==> src/lob_pkg.sv <==
// shared types and codes for the limit order book matcher
// request/response payloads, sweep token, sweep setup and slot commands
// no dependencies
package lob_pkg;

    localparam int IDX_BITS = 16;

    typedef enum logic [1:0] {
        OP_SUBMIT = 2'd0,
        OP_MODIFY = 2'd1,
        OP_VOLUME = 2'd2,
        OP_LOOKUP = 2'd3
    } op_t;

    typedef struct packed {
        op_t         op;
        logic        order_side;
        logic [15:0] order_price;
        logic [31:0] order_quantity;
        logic [31:0] order_ident;
    } req_t;

    typedef struct packed {
        logic [8:0]  match_count;
        logic        found;
        logic [31:0] volume;
        logic        found_side;
        logic [15:0] found_price;
        logic [31:0] found_quantity;
        logic        book_full;
    } rsp_t;

    typedef enum logic [1:0] {
        SW_MATCH  = 2'd0,
        SW_FIND   = 2'd1,
        SW_VOLUME = 2'd2,
        SW_CANCEL = 2'd3
    } sweep_kind_t;

    typedef struct packed {
        sweep_kind_t kind;
        logic        side;
        logic [31:0] limit;
        logic [31:0] ident;
        logic [31:0] now;
    } sweep_t;

    typedef struct packed {
        logic                active;
        logic                best_found;
        logic [IDX_BITS-1:0] best_idx;
        logic [31:0]         best_price;
        logic [31:0]         best_age;
        logic [31:0]         best_qty;
        logic                free_found;
        logic [IDX_BITS-1:0] free_idx;
        logic [31:0]         vol;
        logic                any_hit;
    } tok_t;

    typedef enum logic [1:0] {
        CMD_NONE   = 2'd0,
        CMD_FILL   = 2'd1,
        CMD_WRITE  = 2'd2,
        CMD_SETQTY = 2'd3
    } cmd_kind_t;

    typedef struct packed {
        cmd_kind_t           kind;
        logic [IDX_BITS-1:0] idx;
        logic [31:0]         qty;
        logic                side;
        logic [31:0]         price;
        logic [31:0]         ident;
        logic [31:0]         arrival;
    } cmd_t;

endpackage

==> src/lob_cell.sv <==
// one book slot: holds a resting order and passes the sweep token on
// depends on lob_pkg
module lob_cell import lob_pkg::*;
#(
    parameter int PRICE_BITS = 16,
    parameter int CELL_IDX   = 0
)
(
    input  logic   clk,
    input  logic   rst_n,
    input  sweep_t sw,
    input  cmd_t   cmd,
    input  tok_t   tok_in,
    output tok_t   tok_out
);

    logic                  valid_reg;
    logic                  side_reg;
    logic [PRICE_BITS-1:0] price_reg;
    logic [31:0]           qty_reg;
    logic [31:0]           ident_reg;
    logic [31:0]           arrival_reg;
    tok_t                  tok_reg;
    tok_t                  tok_next;

    logic [31:0] price_ext;
    logic [31:0] age;
    logic [31:0] fill_left;
    logic [32:0] vol_sum;
    logic        same_side;
    logic        crosses;
    logic        cand;
    logic        better;
    logic        id_hit;
    logic        cmd_hit;
    logic        cancel_hit;

    always_comb
    begin
        price_ext  = 32'(price_reg);
        age        = sw.now - arrival_reg;
        fill_left  = qty_reg - cmd.qty;
        vol_sum    = {1'b0, tok_in.vol} + {1'b0, qty_reg};
        same_side  = valid_reg && (side_reg == sw.side);
        crosses    = sw.side ? (price_ext <= sw.limit) : (price_ext >= sw.limit);
        id_hit     = valid_reg && (ident_reg == sw.ident);
        cmd_hit    = (cmd.idx == IDX_BITS'(CELL_IDX));
        cancel_hit = tok_in.active && (sw.kind == SW_CANCEL) && id_hit;
        case (sw.kind)
            SW_MATCH: cand = same_side && crosses;
            SW_FIND:  cand = same_side && id_hit;
            default:  cand = 1'b0;
        endcase
        if (!tok_in.best_found)
        begin
            better = 1'b1;
        end
        else if (price_ext != tok_in.best_price)
        begin
            better = sw.side ? (price_ext < tok_in.best_price)
                             : (price_ext > tok_in.best_price);
        end
        else
        begin
            better = age > tok_in.best_age;
        end

        tok_next = tok_in;
        if (cand && better)
        begin
            tok_next.best_found = 1'b1;
            tok_next.best_idx   = IDX_BITS'(CELL_IDX);
            tok_next.best_price = price_ext;
            tok_next.best_age   = age;
            tok_next.best_qty   = qty_reg;
        end
        if (!valid_reg && !tok_in.free_found)
        begin
            tok_next.free_found = 1'b1;
            tok_next.free_idx   = IDX_BITS'(CELL_IDX);
        end
        if (sw.kind == SW_VOLUME && same_side && price_ext == sw.limit)
        begin
            tok_next.vol = vol_sum[32] ? 32'hFFFF_FFFF : vol_sum[31:0];
        end
        if (cancel_hit)
        begin
            tok_next.any_hit = 1'b1;
        end
    end

    always_ff @(posedge clk or negedge rst_n)
    begin
        if (!rst_n)
        begin
            valid_reg <= 1'b0;
            tok_reg   <= '0;
        end
        else
        begin
            tok_reg <= tok_next;
            if (cancel_hit)
            begin
                valid_reg <= 1'b0;
            end
            else if (cmd_hit && cmd.kind == CMD_WRITE)
            begin
                valid_reg <= 1'b1;
            end
            else if (cmd_hit && cmd.kind == CMD_FILL && fill_left == 32'd0)
            begin
                valid_reg <= 1'b0;
            end
        end
    end

    always_ff @(posedge clk)
    begin
        if (cmd_hit)
        begin
            case (cmd.kind)
                CMD_WRITE:
                begin
                    side_reg    <= cmd.side;
                    price_reg   <= cmd.price[PRICE_BITS-1:0];
                    qty_reg     <= cmd.qty;
                    ident_reg   <= cmd.ident;
                    arrival_reg <= cmd.arrival;
                end
                CMD_FILL:   qty_reg <= fill_left;
                CMD_SETQTY: qty_reg <= cmd.qty;
                default:    ;
            endcase
        end
    end

    assign tok_out = tok_reg;

endmodule

==> config.mk <==
export PLATFORM = sky130hd
export DESIGN_NAME = lob_cell
export DESIGN_NICKNAME = d
export VERILOG_FILES = /design/src/lob_pkg.sv /design/src/lob_cell.sv
export SDC_FILE = /design/constraint.sdc
export NUM_CORES = 1
export LEC_CHECK = 0
export BUFFER_PORTS_ARGS = -buffer_cell sky130_fd_sc_hd__clkbuf_2
export CAP_MARGIN = 20
export CORE_AREA = 5 5 222 224
export CTS_CLUSTER_SIZE = 40
export DETAILED_ROUTE_END_ITERATION = 10
export DIE_AREA = 0 0 227 229
export GPL_TIMING_DRIVEN = 0
export SLEW_MARGIN = 20
export SYNTH_ARGS = -nofsm -noshare
export SYNTH_HDL_FRONTEND = slang
export SYNTH_SLANG_ARGS = --single-unit
==> constraint.sdc <==
create_clock -name clk -period 5.2 [get_ports clk]
set_clock_uncertainty 0.15 [all_clocks]
set_input_delay 0.26 -clock clk [delete_from_list [all_inputs] [get_ports clk]]
set_output_delay 0.26 -clock clk [all_outputs]
set_load 0.05 [all_outputs]
==> flow_summary.ini, run 1 <==
[status]
status = complete, no violations

[logic_synthesis]
synth_edf_count = 113
avgSynthCellArea_sq_um = 10.36
ys_async_sr_fraction = 0.5935
synth_nets = 2243
syn_area_sq_um = 17300
yosys_warnings = 0
synth_cell_types = 71
synth.ff_latch_count = 278
ys.flop_type = dfrtp_1
synth_seq_area_share = 0.4349
syn_inst = 1670

[detailed_routing]
totalWireLength_um = 64040
drc = 0
dr.max_layer_used = met5
route.met2.wl_um = 32590
first_pass_iters = 5
drtIter0Drc = 960
via_per_inst = 5.062
vias = 16305
dr_wl_met3_um = 3780
wl_per_cell_um = 19.88
wirelength_met1_um = 25680
drt.antenna.violating_nets = 0

[worst_setup_path]
path_class = register to register
worstPathArrival_ns = 5.31
critPathLaunch = arrival_reg[0]
cp-end-kind = register
slowest_stage = a211oi_2
cp_max_fo = 9
cp_slowest_stage_delay_ns = 0.36
worstPathRequired_ns = 5.47
rr_startpoint = arrival_reg[0]
cp-start-kind = register

[sta]
relSlewSlack = 0.4212
finalHoldViolCount = 0
max_freq_mhz = 198.4
timing.final.crit_share = 0.9695
grt_setup_unrepaired = yes
layout_setup_ws_ns = 0.1587
worstMarginPinSlew_ns = 0.8682
fin_setup_tns_ns = 0
finalSetupViolations = 0
drv_slew = 0
fin_crit_ns = 5.041

[clock_tree]
cts_num_sinks = 278
clkLatencyLatePin_ns = 0.55
htree_num_levels = 2
clk_pin_slew_ns = 0.06
clockRootBuffer = clkbuf_16
cts_tree = yes
numCtsBuffers = 35
clockBufferDepth = 3

[grt]
grt_pass1_vias = 17138
antenna_found_initial = 7
gr-total-overflow = 0
grt_first_pass_wirelength_um = 96410
grt_util_all_layers = 0.2361
grt_max_degree = 84

[pwr]
clockPowerShare = 0.405
total_power_mw = 6.278
power_density_nw_per_um2 = 245.3
ir_drop_mv = 0.2190
power_switching_mw = 1.793
seqPwrFrac = 0.378
power.internal_mw = 4.486
swShare = 0.2855
p_comb_frac = 0.217
cellLeakagePower_nw = 12.32

[layout]
final_nets = 3146
final_cell_mix = clkbuf_2, dlygate4sd3_1, dfrtp_1, inv_1, ha_1
fillerInstances = 4158
largest_reg_flops = 164
stdcell_area_sq_um = 25600
final_common_cell = clkbuf_2
drive_gt1_frac = 0.3067
area_growth_pct = 47.98
finish.utilization = 0.5429

[floorplanning]
start_util = 0.3669
die-area_sq_um = 51980
die_w_um = 227
die_y_um = 229
row_count = 80
ioPinCount = 576
coreArea_sq_um = 47150

[placement]
gp_congestion = 0.9082
port_buffers = 557
place_ws_ns = -0.8550
hpwlAfterDp_um = 49520
place_area_sq_um = 21060

[worst_hold_path]
min_path_type = input port to register
min-delay-start = cmd[145]

[flow_run]
max_cap_violations = 0
==> power groups by stage <==
stage | clock, mW | combinational (mW) | sequential, mW
5_1_grt | 2.69 | 1.47 | 2.38
3_3_place_gp | 0 | 1.11 | 2.42
2_1_floorplan | 0 | 0.481 | 2.65
3_5_place_dp | 0 | 1.13 | 2.42
4_1_cts | 2.61 | 1.33 | 2.37
6_report | 2.54 | 1.36 | 2.37
==> worst max-delay path: cells and delay by family (launching register included) <==
kind	cells	cell delay [ns]
flops	1	0.33
compound gates	13	2.32
buf+inv	4	0.54
fa+ha+maj	3	0.80
simple gates	4	0.35
mux	2	0.39
==> synth_stat cells (all sizes together), types with 27 or more instances <==
cell / number / area share
o21ai: 74 / 0.021
a21oi: 122 / 0.035
xnor2: 46 / 0.023
mux2: 82 / 0.064
nand2: 70 / 0.015
edfxtp: 113 / 0.20
nand4: 27 / 0.0098
xor2: 60 / 0.030
a21o: 61 / 0.026
inv: 156 / 0.034
nor2b: 35 / 0.013
ha: 158 / 0.11
nor3: 38 / 0.011
dfrtp: 165 / 0.24
nand3: 31 / 0.0090
and2: 37 / 0.013
clkbuf: 35 / 0.0077
nor2: 108 / 0.023
==> routing by layer <==
layer / vias to the layer above / track usage
li1: 7822 / -
met1: 7816 / 0.2858
met2: 550 / 0.4250
met3: 113 / 0.04239
met4: 4 / 0.07344
met5: - / 0
==> kinds of logic after synthesis <==
kind of cell / Yosys count / share of synthesized area
multiplexers: 89 / 0.06763
AO/OA/AOI/OAI: 391 / 0.1473
XOR/XNOR: 106 / 0.05367
AND/OR/NAND/NOR: 443 / 0.1324
adder cells (fa/ha/maj): 161 / 0.1178
buffers and inverters: 202 / 0.04644
flip-flops: 278 / 0.4349
==> through the flow <==
stage / std cells / hold slack, ns
floorplan: 1670 / -0.1856
global placement: 2842 / 0.2352
detailed placement: 2852 / 0.1718
CTS: 3203 / 0.001495
global route: 3220 / 0.01385
finish: 3221 / 0.04006
==> worst paths after layout <==
| check | end | slack (ns) | cells after the start |
|---|---|---|---|
| hold / removal | arrival_reg[10] | 0.04 | 2 |
| hold reg to reg | tok_out[114] | 0.39 | 1 |
| min in group asynchronous | tok_out[87] | 0.16 | 3 |
| max in group asynchronous | tok_out[38] | 3.93 | 4 |
| setup reg to reg | tok_out[129] | 0.16 | 26 |
| setup / recovery | tok_out[129] | 0.16 | 26 |
==> cell type report <==
cell class	instances	area (sq um)	area share
sequential	278	7522	0.2939
inverter	156	585.6	0.02288
tap	615	769.5	0.03006
buffer	43	307.8	0.01202
clock inverter	16	198.9	0.007772
multi-input combinational	1190	9209	0.3598
clock buffer	47	993.5	0.03881
antenna	7	17.52	0.0006843
timing repair buffer	869	5993	0.2341
==> timing repair <==
action	CTS	global route
setup endpoints to repair	112	112
hold endpoints to repair	360	0
gates resized for setup	50	33
gates cloned	1	2
pin swaps	8	13
hold buffers	282	0
setup buffers	6	11
(Power assumes the default switching activity.)
==> inputs of run 2 (changes only) <==
==> constraint.sdc (replaced) <==
create_clock -name clk -period 5.2 [get_ports clk]
set_clock_uncertainty 0.15 [all_clocks]
set_input_delay 0.52 -clock clk [delete_from_list [all_inputs] [get_ports clk]]
set_output_delay 0.52 -clock clk [all_outputs]
set_load 0.05 [all_outputs]
==> run 2 against run 1 <==
Clock power is 4% lower. Hold slack worse by 0.0050 ns. Core utilization is 4.5 points lower. Total power is 3.8% lower. Critical path depth is 1 lower. Register-to-register slack worse by 0.03 ns. Routed wire length is 3.7% lower. Non-clock buffer count is 216 lower.
==> flow_summary.ini, run 2 (same netlist as run 1, synthesis figures left out) <==
[grt]
gr-total-overflow = 0
antenna_found_initial = 9
grt_pass1_vias = 15895
grt_util_all_layers = 0.2267
grt_max_degree = 85
grt_first_pass_wirelength_um = 91480

[pwr]
power_switching_mw = 1.744
cellLeakagePower_nw = 11.57
ir_drop_mv = 0.2798
power_density_nw_per_um2 = 257.0
p_comb_frac = 0.201
power.internal_mw = 4.294
clockPowerShare = 0.406
seqPwrFrac = 0.393
swShare = 0.2888

[layout]
final_common_cell = clkbuf_2
drive_gt1_frac = 0.3319
final_cells = 3007
area_growth_pct = 35.80
final_cell_mix = clkbuf_2, dfrtp_1, ha_1, inv_1, a21oi_1
final_nets = 2930
largest_reg_flops = 164
fillerInstances = 4399
stdcell_area_sq_um = 23490

[sta]
worstMarginPinSlew_ns = 0.8579
fin_crit_ns = 5.072
fin_setup_tns_ns = 0
drv_slew = 0
grt_setup_unrepaired = yes
max_freq_mhz = 197.2
finalHoldViolCount = 0
relSlewSlack = 0.4281
timing.final.crit_share = 0.9754
finalSetupViolations = 0

[detailed_routing]
wl_per_cell_um = 20.51
drt.antenna.violating_nets = 0
totalWireLength_um = 61670
drc = 0
via_per_inst = 5.137
first_pass_iters = 5
drtIter0Drc = 1095
vias = 15447

[floorplanning]
die_y_um = 229
die_w_um = 227
coreArea_sq_um = 47150
start_util = 0.3669
die-area_sq_um = 51980
row_count = 80
ioPinCount = 576

[clock_tree]
numCtsBuffers = 35
cts_num_sinks = 278
clk_pin_slew_ns = 0.06
cts_tree = yes
clockRootBuffer = clkbuf_16
clockBufferDepth = 3
clkLatencyLatePin_ns = 0.55
htree_num_levels = 2

[worst_setup_path]
worstPathRequired_ns = 5.47
cp-start-kind = register
cp_max_fo = 10
cp-end-kind = register
worstPathArrival_ns = 5.35
path_class = register to register

[placement]
gp_congestion = 0.9483
port_buffers = 557
place_area_sq_um = 21040
dp.cells = 2850
hpwlAfterDp_um = 50040

[flow_run]
max_cap_violations = 0

[worst_hold_path]
min_path_type = input port to register

[status]
status = complete, no violations
## run 2: layout make-up
class	instances	area, sq um	share of cell area
plain buffers	43	305.3	0.01300
flip-flops and latches	278	7522	0.3202
well taps	615	769.5	0.03276
inverters	156	585.6	0.02493
diodes	9	22.52	0.0009587
multi-input cells	1190	9273	0.3947
clock buffers	47	1003	0.04272
repair buffers	653	3859	0.1643
clock inverters	16	151.4	0.006445
## run 2: worst max-delay path, cell delays in order (launching register included)
cell       delay [ns]
edfxtp_1         0.33
inv_1            0.04
ha_1             0.38
a21o_1           0.22
a21o_1           0.17
a21o_1           0.20
a22oi_2          0.31
buf_4            0.19
o21ai_0          0.13
a21o_1           0.21
a21oi_2          0.14
xnor2_1          0.11
ha_1             0.19
nand3_1          0.07
nand2_1          0.07
a21oi_1          0.14
nor2_1           0.07
a2111oi_2        0.27
nor2_1           0.10
nor3_2           0.17
a211oi_2         0.14
o41ai_4          0.32
buf_6            0.18
buf_8            0.16
buf_8            0.17
mux2_4           0.32
## run 2: power by group through the flow
stage	clock (mW)	combinational [mW]	sequential (mW)
floorplan	0	0.481	2.65
global placement	0	1.11	2.41
detailed placement	0	1.13	2.42
CTS	2.52	1.19	2.37
global route	2.60	1.32	2.38
finish	2.45	1.21	2.37
## run 2: worst paths after layout
kind | startpoint | end | slack, ns | cells past startpoint
setup / recovery | arrival_reg[7] | tok_out[103] | 0.13 | 25
hold / removal | cmd[0] | arrival_reg[0] | 0.04 | 1
setup reg to reg | arrival_reg[7] | tok_out[103] | 0.13 | 25
hold reg to reg | price_reg[0] | tok_out[114] | 0.37 | 1
max in group asynchronous | rst_n | tok_out[80] | 3.54 | 3
min in group asynchronous | rst_n | tok_out[86] | 0.43 | 2
## run 2: through the flow
| stage | hold slack (ns) | util | power (mW) | setup WS, ns |
|---|---|---|---|---|
| 2_1_floorplan | 0.07441 | - | 3.130 | 0.02308 |
| 3_3_place_gp | 0.3484 | 0.4425 | 3.525 | -2.139 |
| 3_5_place_dp | 0.3549 | 0.4462 | 3.545 | -1.512 |
| 4_1_cts | 0.001098 | 0.4899 | 6.083 | 0.0004716 |
| 5_1_grt | 0.01550 | 0.4981 | 6.298 | -0.06345 |
| 6_report | 0.03502 | 0.4983 | 6.037 | 0.1281 |
## run 2: routing by layer
layer | track usage | wire length, um
met1 | 0.2784 | 24700
met2 | 0.4039 | 31240
met3 | 0.04111 | 4053
met4 | 0.06840 | 1668
met5 | 0 | 13
## run 2: timing repair
item                                   4_1_cts  5_1_grt
pin swaps                                   10       11
endpoints found under the hold margin      152        0
buffers inserted                             7        7
cloned                                       1        3
setup endpoints to repair                  112      112
gates resized for setup                     40       65
hold buffers                                70        0
==> inputs of run 3 (changes only) <==
CORE_AREA = 5 5 218 220   (was 5 5 222 224)
DIE_AREA = 0 0 223 225   (was 0 0 227 229)
clock period = 5.1 ns   (was 5.2 ns; I/O delays follow)
==> run 3 against run 2 <==
The flow now finishes with violations (negative setup slack). Die area shrank 3.5%. Highest routed layer unchanged. Register-to-register slack lost 0.17 ns. Largest power group unchanged. Non-clock buffer count grew 30. Combinational power grew 3%. Total power grew 3.8%. Critical path depth grew 2. Cell count grew 0.33%. Clock-buffer cell count grew 7. Via count grew 1.4%. Flip-flop and latch count is the same.
==> flow_summary.ini, run 3 (same netlist as run 1, synthesis figures left out) <==
[pwr]
swShare = 0.2823
power_density_nw_per_um2 = 263.0
power.internal_mw = 4.497
cellLeakagePower_nw = 11.65
power_switching_mw = 1.768
seqPwrFrac = 0.386
p_comb_frac = 0.200
clockPowerShare = 0.413
ir_drop_mv = 0.2635

[clock_tree]
cts_tree = yes
clk_pin_slew_ns = 0.06
clkLatencyLatePin_ns = 0.54
clockBufferDepth = 3
htree_num_levels = 2
clockRootBuffer = clkbuf_16
cts_num_sinks = 278
numCtsBuffers = 35

[detailed_routing]
drt.antenna.violating_nets = 0
totalWireLength_um = 63580
drtIter0Drc = 1095
drc = 0
vias = 15658
wl_per_cell_um = 21.07
via_per_inst = 5.190
first_pass_iters = 5

[floorplanning]
die_w_um = 223
ioPinCount = 576
coreArea_sq_um = 45090
row_count = 78
die_y_um = 225
start_util = 0.3836
die-area_sq_um = 50180

[sta]
relSlewSlack = 0.3630
grt_setup_unrepaired = yes
layout_setup_ws_ns = -0.04495
timing.final.crit_share = 1.009
finalSetupViolations = 40
max_freq_mhz = 194.4
finalHoldViolCount = 0
fin_setup_tns_ns = -0.6761
fin_crit_ns = 5.145
drv_slew = 0
worstMarginPinSlew_ns = 0.9555

[placement]
hpwlAfterDp_um = 51150
dp.cells = 2836
place_area_sq_um = 21030
gp_congestion = 0.9373
port_buffers = 557

[worst_setup_path]
worstPathArrival_ns = 5.41
slowest_stage = edfxtp_1
worstPathRequired_ns = 5.36
cp-start-kind = register
r2r_cells = 27
path_class = register to register
cp_max_fo = 5
cp_slowest_stage_delay_ns = 0.35
cp-end-kind = register

[worst_hold_path]
hold_depth = 2
min_path_type = input port to register

[layout]
stdcell_area_sq_um = 23830
fillerInstances = 4117
final_cell_mix = clkbuf_2, dfrtp_1, inv_1, ha_1, a21oi_1
regArea_sq_um = 7522
drive_gt1_frac = 0.3344
area_growth_pct = 37.74
multi_input_area_sq_um = 9219
final_cells = 3017
final_nets = 2960
largest_reg_flops = 164
final_common_cell = clkbuf_2
finish.utilization = 0.5284

[grt]
antenna_found_initial = 11
grt_pass1_vias = 16106
grt_first_pass_wirelength_um = 93900
grt_max_degree = 86
gr-total-overflow = 0
grt_util_all_layers = 0.2412

[status]
violations = negative setup slack
status = finished, violations left

[flow_run]
max_cap_violations = 0
==> run 3: cell count changes in the layout (fill, tap and decap cells not counted), moves of 5 or more <==
cell / before / now
buf_4: 11 / 21
clkbuf_1: 33 / 39
clkbuf_16: 40 / 46
diode_2: 9 / 4
dlygate4sd3_1: 70 / 84
mux2_2: 8 / 30
mux2_4: 74 / 52
==> run 3: power by group through the flow <==
stage          Combinational (mW)  Sequential, mW  Clock [mW]
3_5_place_dp                 1.15            2.46           0
6_report                     1.25            2.42        2.59
4_1_cts                      1.25            2.42        2.66
5_1_grt                      1.36            2.43        2.76
3_3_place_gp                 1.14            2.46           0
2_1_floorplan               0.491            2.70           0
==> run 3: critical path: cells and delay by family (launching register included) <==
kind	cells	cell delay, ns
buf+inv	5	0.70
mux	2	0.54
compound gates	13	2.18
simple gates	4	0.32
flops	1	0.35
fa+ha+maj	3	0.74
==> run 3: timing repair <==
item / in CTS / in global routing
hold endpoints to repair: 163 / 0
resized for setup: 60 / 38
setup buffers: 18 / 6
pin swaps: 12 / 20
endpoints found under the setup margin: 112 / 112
cloned: 3 / 8
hold buffers: 84 / 0
==> run 3: cell type report <==
cell class / instances / area share
Multi-Input combinational cell: 1190 / 0.3869
Sequential cell: 278 / 0.3157
Timing Repair Buffer: 684 / 0.1777
Clock buffer: 54 / 0.04500
Tap cell: 600 / 0.03151
Inverter: 156 / 0.02458
Buffer: 42 / 0.01302
Clock inverter: 9 / 0.005199
Antenna cell: 4 / 0.0004201
==> run 3: stage by stage <==
stage | power [mW] | worst slack [ns] | hold WS [ns]
4_1_cts | 6.323 | -0.07004 | 0.0001332
3_5_place_dp | 3.617 | -1.535 | 0.3897
5_1_grt | 6.541 | -0.3042 | 0.01220
3_3_place_gp | 3.598 | -2.426 | 0.3937
6_report | 6.265 | -0.04495 | 0.03988
2_1_floorplan | 3.192 | 0.04521 | 0.06441
==> run 3: worst paths after layout <==
path	end	start	slack, ns
worst max-delay path	tok_out[107]	arrival_reg[0]	-0.04
worst min-delay path	tok_out[156]	tok_in[156]	0.04
worst max register to register	tok_out[107]	arrival_reg[0]	-0.04
worst min register to register	tok_out[114]	price_reg[0]	0.40
max in group asynchronous	tok_out[4]	rst_n	3.41
min in group asynchronous	tok_out[155]	rst_n	0.46
==> run 3: layer usage <==
layer / part of all wire / vias to the layer above / track usage
met1: 0.40 / 7502 / 0.2960
met2: 0.50 / 570 / 0.4254
met3: 0.064 / 119 / 0.05067
met4: 0.032 / 14 / 0.07826
met5: 0.0013 / - / 0
li1: - / 7453 / -
