### config.mk
export PLATFORM = sky130hd
export DESIGN_NAME = lob_ctrl
export DESIGN_NICKNAME = d
export VERILOG_FILES = /design/src/lob_pkg.sv /design/src/lob_ctrl.sv
export SDC_FILE = /design/constraint.sdc
export NUM_CORES = 1
export LEC_CHECK = 0
export BUFFER_PORTS_ARGS = -buffer_cell sky130_fd_sc_hd__buf_4
export CORE_UTILIZATION = 25
export CTS_CLUSTER_DIAMETER = 80
export DETAILED_ROUTE_END_ITERATION = 6
export GPL_ROUTABILITY_DRIVEN = 0
export HOLD_SLACK_MARGIN = 0.02
export PLACE_DENSITY_LB_ADDON = 0.2
export SLEW_MARGIN = 15
export SYNTH_ARGS = -nofsm -noshare
export SYNTH_HDL_FRONTEND = slang
export SYNTH_SLANG_ARGS = --single-unit
### constraint.sdc
create_clock -name clk -period 6.1 [get_ports clk]
set_clock_uncertainty 0.1 [all_clocks]
set_input_delay 0.915 -clock clk [delete_from_list [all_inputs] [get_ports clk]]
set_output_delay 0.915 -clock clk [all_outputs]
set_load 0.005 [all_outputs]
### src/lob_pkg.sv
// shared types and codes for the limit order book matcher
// request/response payloads, sweep token, sweep setup and slot commands
// no dependencies
package lob_pkg;

    localparam int IDX_BITS = 16;

    typedef enum logic [1:0] {
        OP_SUBMIT = 2'd0,
        OP_MODIFY = 2'd1,
        OP_VOLUME = 2'd2,
        OP_LOOKUP = 2'd3
    } op_t;

    typedef struct packed {
        op_t         op;
        logic        order_side;
        logic [15:0] order_price;
        logic [31:0] order_quantity;
        logic [31:0] order_ident;
    } req_t;

    typedef struct packed {
        logic [8:0]  match_count;
        logic        found;
        logic [31:0] volume;
        logic        found_side;
        logic [15:0] found_price;
        logic [31:0] found_quantity;
        logic        book_full;
    } rsp_t;

    typedef enum logic [1:0] {
        SW_MATCH  = 2'd0,
        SW_FIND   = 2'd1,
        SW_VOLUME = 2'd2,
        SW_CANCEL = 2'd3
    } sweep_kind_t;

    typedef struct packed {
        sweep_kind_t kind;
        logic        side;
        logic [31:0] limit;
        logic [31:0] ident;
        logic [31:0] now;
    } sweep_t;

    typedef struct packed {
        logic                active;
        logic                best_found;
        logic [IDX_BITS-1:0] best_idx;
        logic [31:0]         best_price;
        logic [31:0]         best_age;
        logic [31:0]         best_qty;
        logic                free_found;
        logic [IDX_BITS-1:0] free_idx;
        logic [31:0]         vol;
        logic                any_hit;
    } tok_t;

    typedef enum logic [1:0] {
        CMD_NONE   = 2'd0,
        CMD_FILL   = 2'd1,
        CMD_WRITE  = 2'd2,
        CMD_SETQTY = 2'd3
    } cmd_kind_t;

    typedef struct packed {
        cmd_kind_t           kind;
        logic [IDX_BITS-1:0] idx;
        logic [31:0]         qty;
        logic                side;
        logic [31:0]         price;
        logic [31:0]         ident;
        logic [31:0]         arrival;
    } cmd_t;

endpackage

### src/lob_ctrl.sv
// request sequencer: launches sweeps down the cell row, applies fills, writes and
// quantity updates, holds the response register; depends on lob_pkg
module lob_ctrl import lob_pkg::*;
#(
    parameter int PRICE_BITS = 16
)
(
    input  logic   clk,
    input  logic   rst_n,
    input  logic   req_valid,
    output logic   req_ready,
    input  req_t   req,
    output logic   rsp_valid,
    input  logic   rsp_ready,
    output rsp_t   rsp,
    output sweep_t sw,
    output cmd_t   cmd,
    output tok_t   tok_head,
    input  tok_t   tok_tail
);

    localparam logic [31:0] PRICE_MASK = 32'((64'd1 << PRICE_BITS) - 64'd1);

    typedef enum logic [4:0] {
        ST_IDLE   = 5'b00001,
        ST_LAUNCH = 5'b00010,
        ST_WAIT   = 5'b00100,
        ST_APPLY  = 5'b01000,
        ST_FINISH = 5'b10000
    } state_t;

    state_t      state_reg, state_next;
    op_t         op_reg, op_next;
    logic        side_reg, side_next;
    logic [31:0] price_reg, price_next;
    logic [31:0] qty_reg, qty_next;
    logic [31:0] id_reg, id_next;
    logic [8:0]  fills_reg, fills_next;
    logic        found_reg, found_next;
    logic [31:0] vol_reg, vol_next;
    logic        fside_reg, fside_next;
    logic [15:0] fprice_reg, fprice_next;
    logic [31:0] fqty_reg, fqty_next;
    logic        full_reg, full_next;
    logic        again_reg, again_next;
    logic [31:0] arrival_reg, arrival_next;
    sweep_t      sw_reg, sw_next;
    cmd_t        cmd_reg, cmd_next;
    rsp_t        rsp_reg, rsp_next;
    logic        rsp_valid_reg, rsp_valid_next;

    logic [31:0] req_price;
    logic [31:0] take;

    always_comb
    begin
        req_price = 32'(req.order_price) & PRICE_MASK;
        take      = (qty_reg < tok_tail.best_qty) ? qty_reg : tok_tail.best_qty;

        state_next     = state_reg;
        op_next        = op_reg;
        side_next      = side_reg;
        price_next     = price_reg;
        qty_next       = qty_reg;
        id_next        = id_reg;
        fills_next     = fills_reg;
        found_next     = found_reg;
        vol_next       = vol_reg;
        fside_next     = fside_reg;
        fprice_next    = fprice_reg;
        fqty_next      = fqty_reg;
        full_next      = full_reg;
        again_next     = again_reg;
        arrival_next   = arrival_reg;
        sw_next        = sw_reg;
        cmd_next       = cmd_reg;
        cmd_next.kind  = CMD_NONE;
        rsp_next       = rsp_reg;
        rsp_valid_next = rsp_valid_reg && !rsp_ready;

        tok_head        = '0;
        tok_head.active = (state_reg == ST_LAUNCH);

        case (state_reg)
            ST_IDLE:
            begin
                if (req_valid)
                begin
                    op_next      = req.op;
                    side_next    = req.order_side;
                    price_next   = req_price;
                    qty_next     = req.order_quantity;
                    id_next      = req.order_ident;
                    fills_next   = '0;
                    found_next   = 1'b0;
                    vol_next     = '0;
                    fside_next   = 1'b0;
                    fprice_next  = '0;
                    fqty_next    = '0;
                    full_next    = 1'b0;
                    sw_next.now   = arrival_reg;
                    sw_next.limit = req_price;
                    sw_next.ident = req.order_ident;
                    sw_next.side  = 1'b0;
                    state_next    = ST_LAUNCH;
                    case (req.op)
                        OP_SUBMIT:
                        begin
                            sw_next.kind = SW_MATCH;
                            sw_next.side = !req.order_side;
                            if (req.order_quantity == 32'd0)
                            begin
                                state_next = ST_FINISH;
                            end
                        end
                        OP_MODIFY:
                        begin
                            sw_next.kind = (req.order_quantity == 32'd0) ? SW_CANCEL
                                                                         : SW_FIND;
                        end
                        OP_VOLUME:
                        begin
                            sw_next.kind = SW_VOLUME;
                            sw_next.side = req.order_side;
                        end
                        default:
                        begin
                            sw_next.kind = SW_FIND;
                        end
                    endcase
                end
            end
            ST_LAUNCH:
            begin
                state_next = ST_WAIT;
            end
            ST_WAIT:
            begin
                if (tok_tail.active)
                begin
                    state_next = ST_FINISH;
                    case (op_reg)
                        OP_SUBMIT:
                        begin
                            if (tok_tail.best_found)
                            begin
                                cmd_next.kind = CMD_FILL;
                                cmd_next.idx  = tok_tail.best_idx;
                                cmd_next.qty  = take;
                                qty_next      = qty_reg - take;
                                if (fills_reg != 9'h1FF)
                                begin
                                    fills_next = fills_reg + 9'd1;
                                end
                                again_next = (qty_reg != take);
                                state_next = ST_APPLY;
                            end
                            else if (tok_tail.free_found)
                            begin
                                cmd_next.kind    = CMD_WRITE;
                                cmd_next.idx     = tok_tail.free_idx;
                                cmd_next.qty     = qty_reg;
                                cmd_next.side    = side_reg;
                                cmd_next.price   = price_reg;
                                cmd_next.ident   = id_reg;
                                cmd_next.arrival = arrival_reg;
                                arrival_next     = arrival_reg + 32'd1;
                                again_next       = 1'b0;
                                state_next       = ST_APPLY;
                            end
                            else
                            begin
                                full_next = 1'b1;
                            end
                        end
                        OP_MODIFY:
                        begin
                            if (sw_reg.kind == SW_CANCEL)
                            begin
                                found_next = tok_tail.any_hit;
                            end
                            else if (tok_tail.best_found)
                            begin
                                found_next    = 1'b1;
                                cmd_next.kind = CMD_SETQTY;
                                cmd_next.idx  = tok_tail.best_idx;
                                cmd_next.qty  = qty_reg;
                                again_next    = 1'b0;
                                state_next    = ST_APPLY;
                            end
                            else if (!sw_reg.side)
                            begin
                                sw_next.side = 1'b1;
                                state_next   = ST_LAUNCH;
                            end
                        end
                        OP_VOLUME:
                        begin
                            vol_next = tok_tail.vol;
                        end
                        default:
                        begin
                            if (tok_tail.best_found)
                            begin
                                found_next  = 1'b1;
                                fside_next  = sw_reg.side;
                                fprice_next = tok_tail.best_price[15:0];
                                fqty_next   = tok_tail.best_qty;
                            end
                            else if (!sw_reg.side)
                            begin
                                sw_next.side = 1'b1;
                                state_next   = ST_LAUNCH;
                            end
                        end
                    endcase
                end
            end
            ST_APPLY:
            begin
                state_next = again_reg ? ST_LAUNCH : ST_FINISH;
            end
            ST_FINISH:
            begin
                if (!rsp_valid_reg || rsp_ready)
                begin
                    rsp_next.match_count    = fills_reg;
                    rsp_next.found          = found_reg;
                    rsp_next.volume         = vol_reg;
                    rsp_next.found_side     = fside_reg;
                    rsp_next.found_price    = fprice_reg;
                    rsp_next.found_quantity = fqty_reg;
                    rsp_next.book_full      = full_reg;
                    rsp_valid_next          = 1'b1;
                    state_next              = ST_IDLE;
                end
            end
            default:
            begin
                state_next = ST_IDLE;
            end
        endcase
    end

    always_ff @(posedge clk or negedge rst_n)
    begin
        if (!rst_n)
        begin
            state_reg     <= ST_IDLE;
            rsp_valid_reg <= 1'b0;
            arrival_reg   <= '0;
            cmd_reg       <= '0;
        end
        else
        begin
            state_reg     <= state_next;
            rsp_valid_reg <= rsp_valid_next;
            arrival_reg   <= arrival_next;
            cmd_reg       <= cmd_next;
        end
    end

    always_ff @(posedge clk)
    begin
        op_reg     <= op_next;
        side_reg   <= side_next;
        price_reg  <= price_next;
        qty_reg    <= qty_next;
        id_reg     <= id_next;
        fills_reg  <= fills_next;
        found_reg  <= found_next;
        vol_reg    <= vol_next;
        fside_reg  <= fside_next;
        fprice_reg <= fprice_next;
        fqty_reg   <= fqty_next;
        full_reg   <= full_next;
        again_reg  <= again_next;
        sw_reg     <= sw_next;
        rsp_reg    <= rsp_next;
    end

    assign req_ready = (state_reg == ST_IDLE);
    assign rsp_valid = rsp_valid_reg;
    assign rsp       = rsp_reg;
    assign sw        = sw_reg;
    assign cmd       = cmd_reg;

endmodule
==> metrics, run 1 <==
drt pass-1 iters 7; critical path, cell by cell ha_1, a2111oi_0, nor4_1, o41a_1, o21ai_2, a21oi_4, buf_12, mux2i_1, ha_1, o21ai_0, nor2_1, o311ai_0, nor3_1, nor2_1, buf_4, o31ai_1, a31o_2, a31oi_1; part of the power in registers 0.384; Worst setup EP type flip-flop; period utilization 0.903; switching power share of the total 0.336; final hold vios 0; P&R area growth vs syn 30.9%; CTS resizes 0; total congestion overflow 0; register area 13300 um2; worst vdd ir 0.000206 V; initial antenna violation count 6; Pleak 12.5 nW; Setup Viol. Count Final 0; FF+latch count, synth 472; largest net degree at the start of global routing 94; Power Internal 8.36 mW; GRT Total Usage 0.146; WHS 0.312 ns; Slew @ Worst Pin 1.10 ns; mux contribution to synthesized area 0.0569; crit path max fanout 21; clk slew on worst S/H paths 0.06 ns; R2R Setup Slk 0.59 ns; RSZ-0062 raised after global routing false; # IOs 755; CTS Hold Bufs 0; slew margin rel. 0.269; Fin Setup TNS 0 ns; post-route ant nets 0; Avg Inst Size Synth 12.9 um2; main combinational cell family by area after synthesis simple AND/OR/NAND/NOR gates; failing checks DRC; Post-Route WL 67.0 mm; distinct cell type count after synthesis 69; DIE AREA 87100 um2; CTS buffer count 58; post-route minimum period 5.51 ns; vias 14583; drc violations 1; Initial Util 0.252; clock tree root driver cell clkbuf_16; Req. time, crit path 6.34 ns; top post-synthesis cells by area edfxtp_1, dfrtp_1, buf_4; NetSw 4.23 mW; clock tree buffer depth 3; HP Class in2async; CP peak stage delay 0.55 ns; Pwr Density 448 nW/um2; vias in the first global route 14118; fillers 8604; Post-Synth Adder-Cell Area 0.0388; Syn. warnings 0; port buffer count 511; first-pass GRT wire length 94.8 mm; Skew-Pair Late Insertion Delay 0.61 ns; R2R cell count 18; post-CTS setup repair buffer count 0; most common cell in the synthesized netlist edfxtp_1; Post-Synth Simple-Gate Area 0.0921; CP max stage cell o31ai_1; max reg flops 131; WL/cell 19.7 um; clock share of power 0.288; top cells by count, synth edfxtp_1, buf_4, dfrtp_1, nor2_1, nand2_1; Die Ht 295 um; core area 85100 um2; ys flop type edfxtp_1; TritonCTS clock tree yes; Post-Synthesis Cells 1669; routed vias/inst 4.29; Synth Cell Area 21500 um2; reg2reg start qty_reg[1]; Final Max Tran Viols 0; Yosys top cell by area edfxtp_1; crit path launch type flip-flop; Yosys top cell area share 0.423; post-synthesis sequential area ratio 0.620; Synth Area in XOR/XNOR 0.0265; Post-synth EDFFs 303; arrival time worst endpoint 5.74 ns; # clock sinks 472; Compound-Gate Fraction of Synth Area 0.0751; H-tree depth 2; fin nets 2522; Combinational Power Share 0.329; Max Cap Violations 0; dpl hpwl 50.0 mm; Multi-input gate area 7010 um2; row count 107; critical path class reg2reg; Async S/R FF share, synth 0.358; initial drt markers 605; layout cell share with drive strength beyond 1 0.330; width of the die 295 um; fmax 0.182 GHz; Worst R2R End qty_reg[29]; run status complete, but fails checks
==> power by group through the flow <==
stage	clock [mW]	combinational (mW)	sequential, mW
2_1_floorplan	0	2.61	4.80
3_3_place_gp	0	4.12	4.88
3_5_place_dp	0	4.12	4.91
4_1_cts	3.75	4.15	4.85
5_1_grt	3.87	4.61	4.92
6_report	3.62	4.14	4.83
==> area by class of cell <==
| cell class | count | area share |
|---|---|---|
| Antenna cell | 3 | 0.000267 |
| Clock buffer | 72 | 0.0557 |
| Clock inverter | 36 | 0.0165 |
| Inverter | 47 | 0.00645 |
| Multi-Input combinational cell | 1083 | 0.249 |
| Sequential cell | 472 | 0.474 |
| Tap cell | 1144 | 0.0509 |
| Timing Repair Buffer | 543 | 0.147 |
==> worst max path at each step <==
| stage | from | endpoint | slack, ns |
|---|---|---|---|
| 3_5_place_dp | tok_tail[51] | qty_reg[29] | 0.03 |
| 3_3_place_gp | tok_tail[51] | qty_reg[29] | 0.12 |
| 6_report | qty_reg[1] | qty_reg[29] | 0.59 |
| 5_1_grt | qty_reg[1] | qty_reg[25] | 0.21 |
| 4_1_cts | qty_reg[1] | qty_reg[29] | 0.58 |
| 2_1_floorplan | rsp_ready | rsp[0] | 0.31 |
==> cell usage in the layout (no fill, tap or decap), types with 9 or more instances in the layout <==
master | Yosys | final
buf_4 | 195 | 539
edfxtp_1 | 303 | 303
conb_1 | 1 | 195
dfrtp_1 | 168 | 168
nor2_1 | 115 | 115
nand2_1 | 106 | 106
mux2_2 | 82 | 82
o21ai_0 | 75 | 75
ha_1 | 65 | 65
and3_1 | 64 | 64
clkbuf_16 | 0 | 59
inv_1 | 46 | 45
xnor2_1 | 41 | 41
a21oi_1 | 42 | 38
a22oi_1 | 32 | 32
mux2i_1 | 30 | 30
xor2_1 | 24 | 24
nand4_1 | 23 | 23
nand3_1 | 21 | 21
a221oi_1 | 20 | 20
a21o_1 | 11 | 11
nor4_1 | 10 | 10
nor3_1 | 10 | 10
clkbuf_1 | 52 | 9
==> per-layer routing <==
layer  GRT usage  vias up  wire [um]
met5           0        -         23
met4      0.0500        4       1910
met3      0.0276       94       4260
met2       0.250      554      33200
met1       0.184     7170      27600
li1            -     6761          -
==> logic make-up (layout without fill, tap and decap cells) <==
group           count (synthesis)  in the layout
mux                           112            112
fa+ha+maj                      66             66
simple gates                  398            398
other cells                     1            198
xor+xnor                       65             65
compound gates                247            247
flops                         472            472
buf+inv                       308            698
==> critical path, delay by kind of cell (launching register included) <==
kind                     cells  cell delay (ns)
AO/OA/AOI/OAI                9             2.51
adder cells (fa/ha/maj)      2             0.74
buffers and inverters        2             0.36
flip-flops                   1             0.51
multiplexers                 1             0.14
AND/OR/NAND/NOR              4             0.85
==> through the flow <==
stage	util	worst slack, ns	area [um2]	power (mW)	std cells
finish	0.330	0.594	28100	12.6	3400
global route	0.330	0.210	28100	13.4	3400
CTS	0.330	0.582	28100	12.7	3395
detailed placement	0.306	0.0289	26000	9.03	3287
global placement	0.306	0.119	26000	9.01	3287
floorplan	-	0.312	22200	7.41	1863
Note: power is estimated with default switching activity, not from simulation.
==> run 2: changes to the inputs <==
--- a/config.mk
+++ b/config.mk
@@ -11,8 +11,7 @@
 export DETAILED_ROUTE_END_ITERATION = 6
 export GPL_ROUTABILITY_DRIVEN = 0
 export HOLD_SLACK_MARGIN = 0.02
-export PLACE_DENSITY_LB_ADDON = 0.2
-export SLEW_MARGIN = 15
+export PLACE_DENSITY = 0.48
 export SYNTH_ARGS = -nofsm -noshare
 export SYNTH_HDL_FRONTEND = slang
 export SYNTH_SLANG_ARGS = --single-unit
==> run 2 against run 1 <==
The run now ends clean. Utilization increased by 0.23 points. Sequential cell count unchanged. Cell area increased by 0.69%. Register-to-register slack improved by 0.05 ns. Global-route usage increased by 0.19 points. Highest routed layer unchanged.
==> metrics, run 2 (synthesized netlist as in run 1, its figures left out) <==
slew margin rel. 0.287; RSZ-0062 raised after global routing false; post-route minimum period 5.46 ns; R2R Setup Slk 0.64 ns; Total Power 12.9 mW; Slew @ Worst Pin 1.07 ns; crit path max fanout 10; layout cell share with drive strength beyond 1 0.337; dpl hpwl 51.0 mm; commonest non-fill, non-tap cells in the layout buf_4, edfxtp_1, conb_1; final hold vios 0; drt pass-1 iters 5; critical path class reg2reg; Fin Setup TNS 0 ns; fin nets 2542; HP Class in2async; Multi-input gate area 7020 um2; leading cell type in the layout, fill and taps excluded buf_4; crit path launch type flip-flop; arrival time worst endpoint 5.69 ns; register area 13300 um2; clock tree root driver cell clkbuf_16; CTS Hold Bufs 0; Placement Setup Slack 0.118 ns; WL/cell 19.8 um; vias 14695; reg2reg start qty_reg[1]; period utilization 0.894; fin util 0.333; P&R area growth vs syn 31.8%; CTS buffer count 58; width of the die 295 um; initial drt markers 797; first-pass GRT wire length 96.1 mm; Worst R2R End qty_reg[29]; worst vdd ir 0.000211 V; port buffer count 511; routed vias/inst 4.30; clk slew on worst S/H paths 0.06 ns; GRT Total Usage 0.148; Max Cap Violations 0; total congestion overflow 0; Initial Util 0.252; # clock sinks 472; Die Ht 295 um; Post-Route WL 67.9 mm; R2R cell count 19; core area 85100 um2; Skew-Pair Late Insertion Delay 0.62 ns; Setup Viol. Count Final 0; TritonCTS clock tree yes; fmax 0.183 GHz; post-route ant nets 0; Pwr Density 455 nW/um2; Final Max Tran Viols 0; row count 107; H-tree depth 2; PnR worst setup slack 0.645 ns; run status finished clean; largest net degree at the start of global routing 85; post-CTS setup repair buffer count 0; Req. time, crit path 6.34 ns; initial antenna violation count 5; dpl cell area 26200 um2; clock tree buffer depth 3; vias in the first global route 14326; fillers 8563; max reg flops 131; # IOs 755; drc violations 0; Pleak 12.6 nW; DIE AREA 87100 um2; CTS resizes 0; Final Instance Area 28300 um2; Worst setup EP type flip-flop
-- run 2: critical path, stage by stage (launching register included) --
cell and delay (ns):
edfxtp_1 0.50, ha_1 0.31, a2111oi_0 0.37, nor4_1 0.09, buf_4 0.15, o41a_1 0.37
o21ai_2 0.32, a21oi_4 0.13, buf_12 0.18, mux2i_1 0.12, ha_1 0.41, o21ai_0 0.12
nor2_1 0.21, o311ai_0 0.27, nor3_1 0.40, nor2_1 0.09, buf_4 0.17, o31ai_1 0.53
a31o_2 0.24, a31oi_1 0.07
-- run 2: worst max path at each step --
stage,startpoint,end,slack (ns),depth (start not counted)
after floorplan,rsp_ready,rsp[0],0.31,2
after global placement,tok_tail[51],qty_reg[26],0.06,22
after detailed placement,tok_tail[51],qty_reg[29],0.12,21
after CTS,qty_reg[1],qty_reg[29],0.65,19
after global routing,qty_reg[1],qty_reg[29],0.16,19
final,qty_reg[1],qty_reg[29],0.64,19
-- run 2: layout make-up --
type,count,share of cell area
repair buffers,563,0.150
clock inverters,37,0.0192
inverters,47,0.00641
well taps,1144,0.0505
flip-flops and latches,472,0.471
diodes,1,0.0000884
clock buffers,73,0.0551
multi-input cells,1083,0.248
-- run 2: routing by layer --
metal,GRT usage,vias up,share of wire
met4,0.0481,2,0.028
met1,0.192,7200,0.42
met5,0,-,0.00012
li1,-,6798,-
met2,0.248,597,0.48
met3,0.0273,98,0.067
-- run 2: power breakdown --
| group | internal, mW | total (mW) | switching (mW) |
|---|---|---|---|
| clock | 2.33 | 3.76 | 1.43 |
| combinational | 1.87 | 4.30 | 2.43 |
| sequential | 4.42 | 4.83 | 0.402 |
-- run 2: metrics by stage --
| step | std cells | hold slack (ns) |
|---|---|---|
| after floorplan | 1863 | 0.300 |
| after global placement | 3309 | 0.301 |
| after detailed placement | 3309 | 0.305 |
| after CTS | 3419 | 0.298 |
| after global routing | 3419 | 0.318 |
| final | 3420 | 0.291 |
==> run 3: changes to the inputs <==
==> constraint.sdc (replaced) <==
create_clock -name clk -period 5.31 [get_ports clk]
set_clock_uncertainty 0.1 [all_clocks]
set_input_delay 0.7965 -clock clk [delete_from_list [all_inputs] [get_ports clk]]
set_output_delay 0.7965 -clock clk [all_outputs]
set_load 0.005 [all_outputs]
==> run 3 against run 2 <==
Clock power increased by 14%. Sequential cell count did not move. Sequential share of layout area shrank 1.2 points. Hold slack worse by 0.21 ns. Critical path type unchanged. Largest cell class unchanged.
==> metrics, run 3 (synthesized netlist as in run 1, its figures left out) <==
Die Ht 295 um; final hold vios 0; R2R Setup Slk 0.28 ns; RSZ-0062 raised after global routing true; Initial Util 0.252; GRT Total Usage 0.154; commonest non-fill, non-tap cells in the layout buf_4, edfxtp_1, conb_1; Final Instance Area 29000 um2; post-route minimum period 5.03 ns; Max Cap Violations 0; max reg flops 131; # clock sinks 472; first-pass GRT wire length 99.3 mm; TritonCTS clock tree yes; fmax 0.199 GHz; fin nets 2635; WL/cell 20.0 um; leading cell type in the layout, fill and taps excluded buf_4; largest net degree at the start of global routing 70; post-route ant nets 0; Post-Route WL 70.2 mm; critical path class reg2reg; Req. time, crit path 5.56 ns; drc violations 0; run status finished clean; WL met3 4.42 mm; initial drt markers 864; core area 85100 um2; Worst setup EP type flip-flop; initial antenna violation count 4; drt pass-1 iters 5; CTS resizes 0; total congestion overflow 0; highest metal layer with signal wires met5; Setup Viol. Count Final 0; arrival time worst endpoint 5.28 ns; vias 15044; period utilization 0.947; vias in the first global route 14825; port buffer count 511; CTS Hold Bufs 0; Total Power 15.3 mW; WHS 0.0763 ns; WL met2 34.6 mm; dpl cell area 26900 um2; clock tree buffer depth 3; layout cell share with drive strength beyond 1 0.367; Skew-Pair Late Insertion Delay 0.64 ns; width of the die 295 um; H-tree depth 2; routed vias/inst 4.28; Pwr Density 526 nW/um2; row count 107; clock tree root driver cell clkbuf_16; # IOs 755; slew margin rel. 0.243; Met1 Routed Length 29.3 mm; clk slew on worst S/H paths 0.06 ns; worst vdd ir 0.000295 V; crit path launch type flip-flop; Final Max Tran Viols 0; CTS buffer count 56; Slew @ Worst Pin 1.14 ns; P&R area growth vs syn 35.1%; DIE AREA 87100 um2; Pleak 13.0 nW; post-CTS setup repair buffer count 0; HP Class in2async; dpl hpwl 52.8 mm; crit path max fanout 7
[run 3: worst max-delay path, stage by stage (launching register included)]
cell,delay (ns)
edfxtp_1,0.46
ha_1,0.36
nand4_1,0.19
nor4_2,0.39
o41a_1,0.26
o21ai_2,0.12
a21oi_4,0.17
buf_4,0.21
mux2i_1,0.31
buf_4,0.16
ha_1,0.23
nor2b_1,0.15
o2111ai_1,0.17
nor4bb_2,0.29
buf_4,0.19
nor2_1,0.05
a311o_1,0.37
buf_4,0.15
a21oi_1,0.20
or4b_2,0.16
nand3_1,0.08
[run 3: layout make-up]
type                    instances  area (um2)
clock inverters                42         642
flip-flops and latches        472       13300
multi-input cells            1083        7050
inverters                      47         181
well taps                    1144        1430
repair buffers                658        4960
fillers                      8587       56100
clock buffers                  64        1440
diodes                          2        5.00
[run 3: path summary, 6_finish.rpt]
| kind | startpoint | to | cells past startpoint |
|---|---|---|---|
| worst max-delay path | qty_reg[11] | qty_reg[15] | 20 |
| worst min register to register | fqty_reg[20] | rsp[21] | 0 |
| min in group clk | req[68] | sw[68] | 1 |
| worst min-delay path | rst_n | cmd[73] | 1 |
| worst max register to register | qty_reg[11] | qty_reg[15] | 20 |
| max in group asynchronous | rst_n | cmd[39] | 2 |
[run 3: layer usage]
metal | GRT usage | vias to the layer above
li1 | - | 6978
met3 | 0.0319 | 98
met1 | 0.195 | 7416
met4 | 0.0465 | 4
met2 | 0.262 | 548
met5 | 0 | -
[run 3: metrics by stage]
step / setup WS, ns / TNS [ns] / utilization / instances
after detailed placement: -0.429 / -5.08 / 0.316 / 3404
after floorplan: 0.0800 / 0 / - / 1863
after global placement: -0.438 / -5.19 / 0.316 / 3404
after CTS: 0.0576 / 0 / 0.341 / 3510
final: 0.280 / 0 / 0.341 / 3512
after global routing: -0.0188 / -0.0188 / 0.341 / 3512
[run 3: power by group]
part	total, mW	switching [mW]	leakage, nW	internal [mW]
combinational	5.43	2.96	6.84	2.47
clock	4.29	1.68	0.997	2.62
sequential	5.54	0.458	5.19	5.08
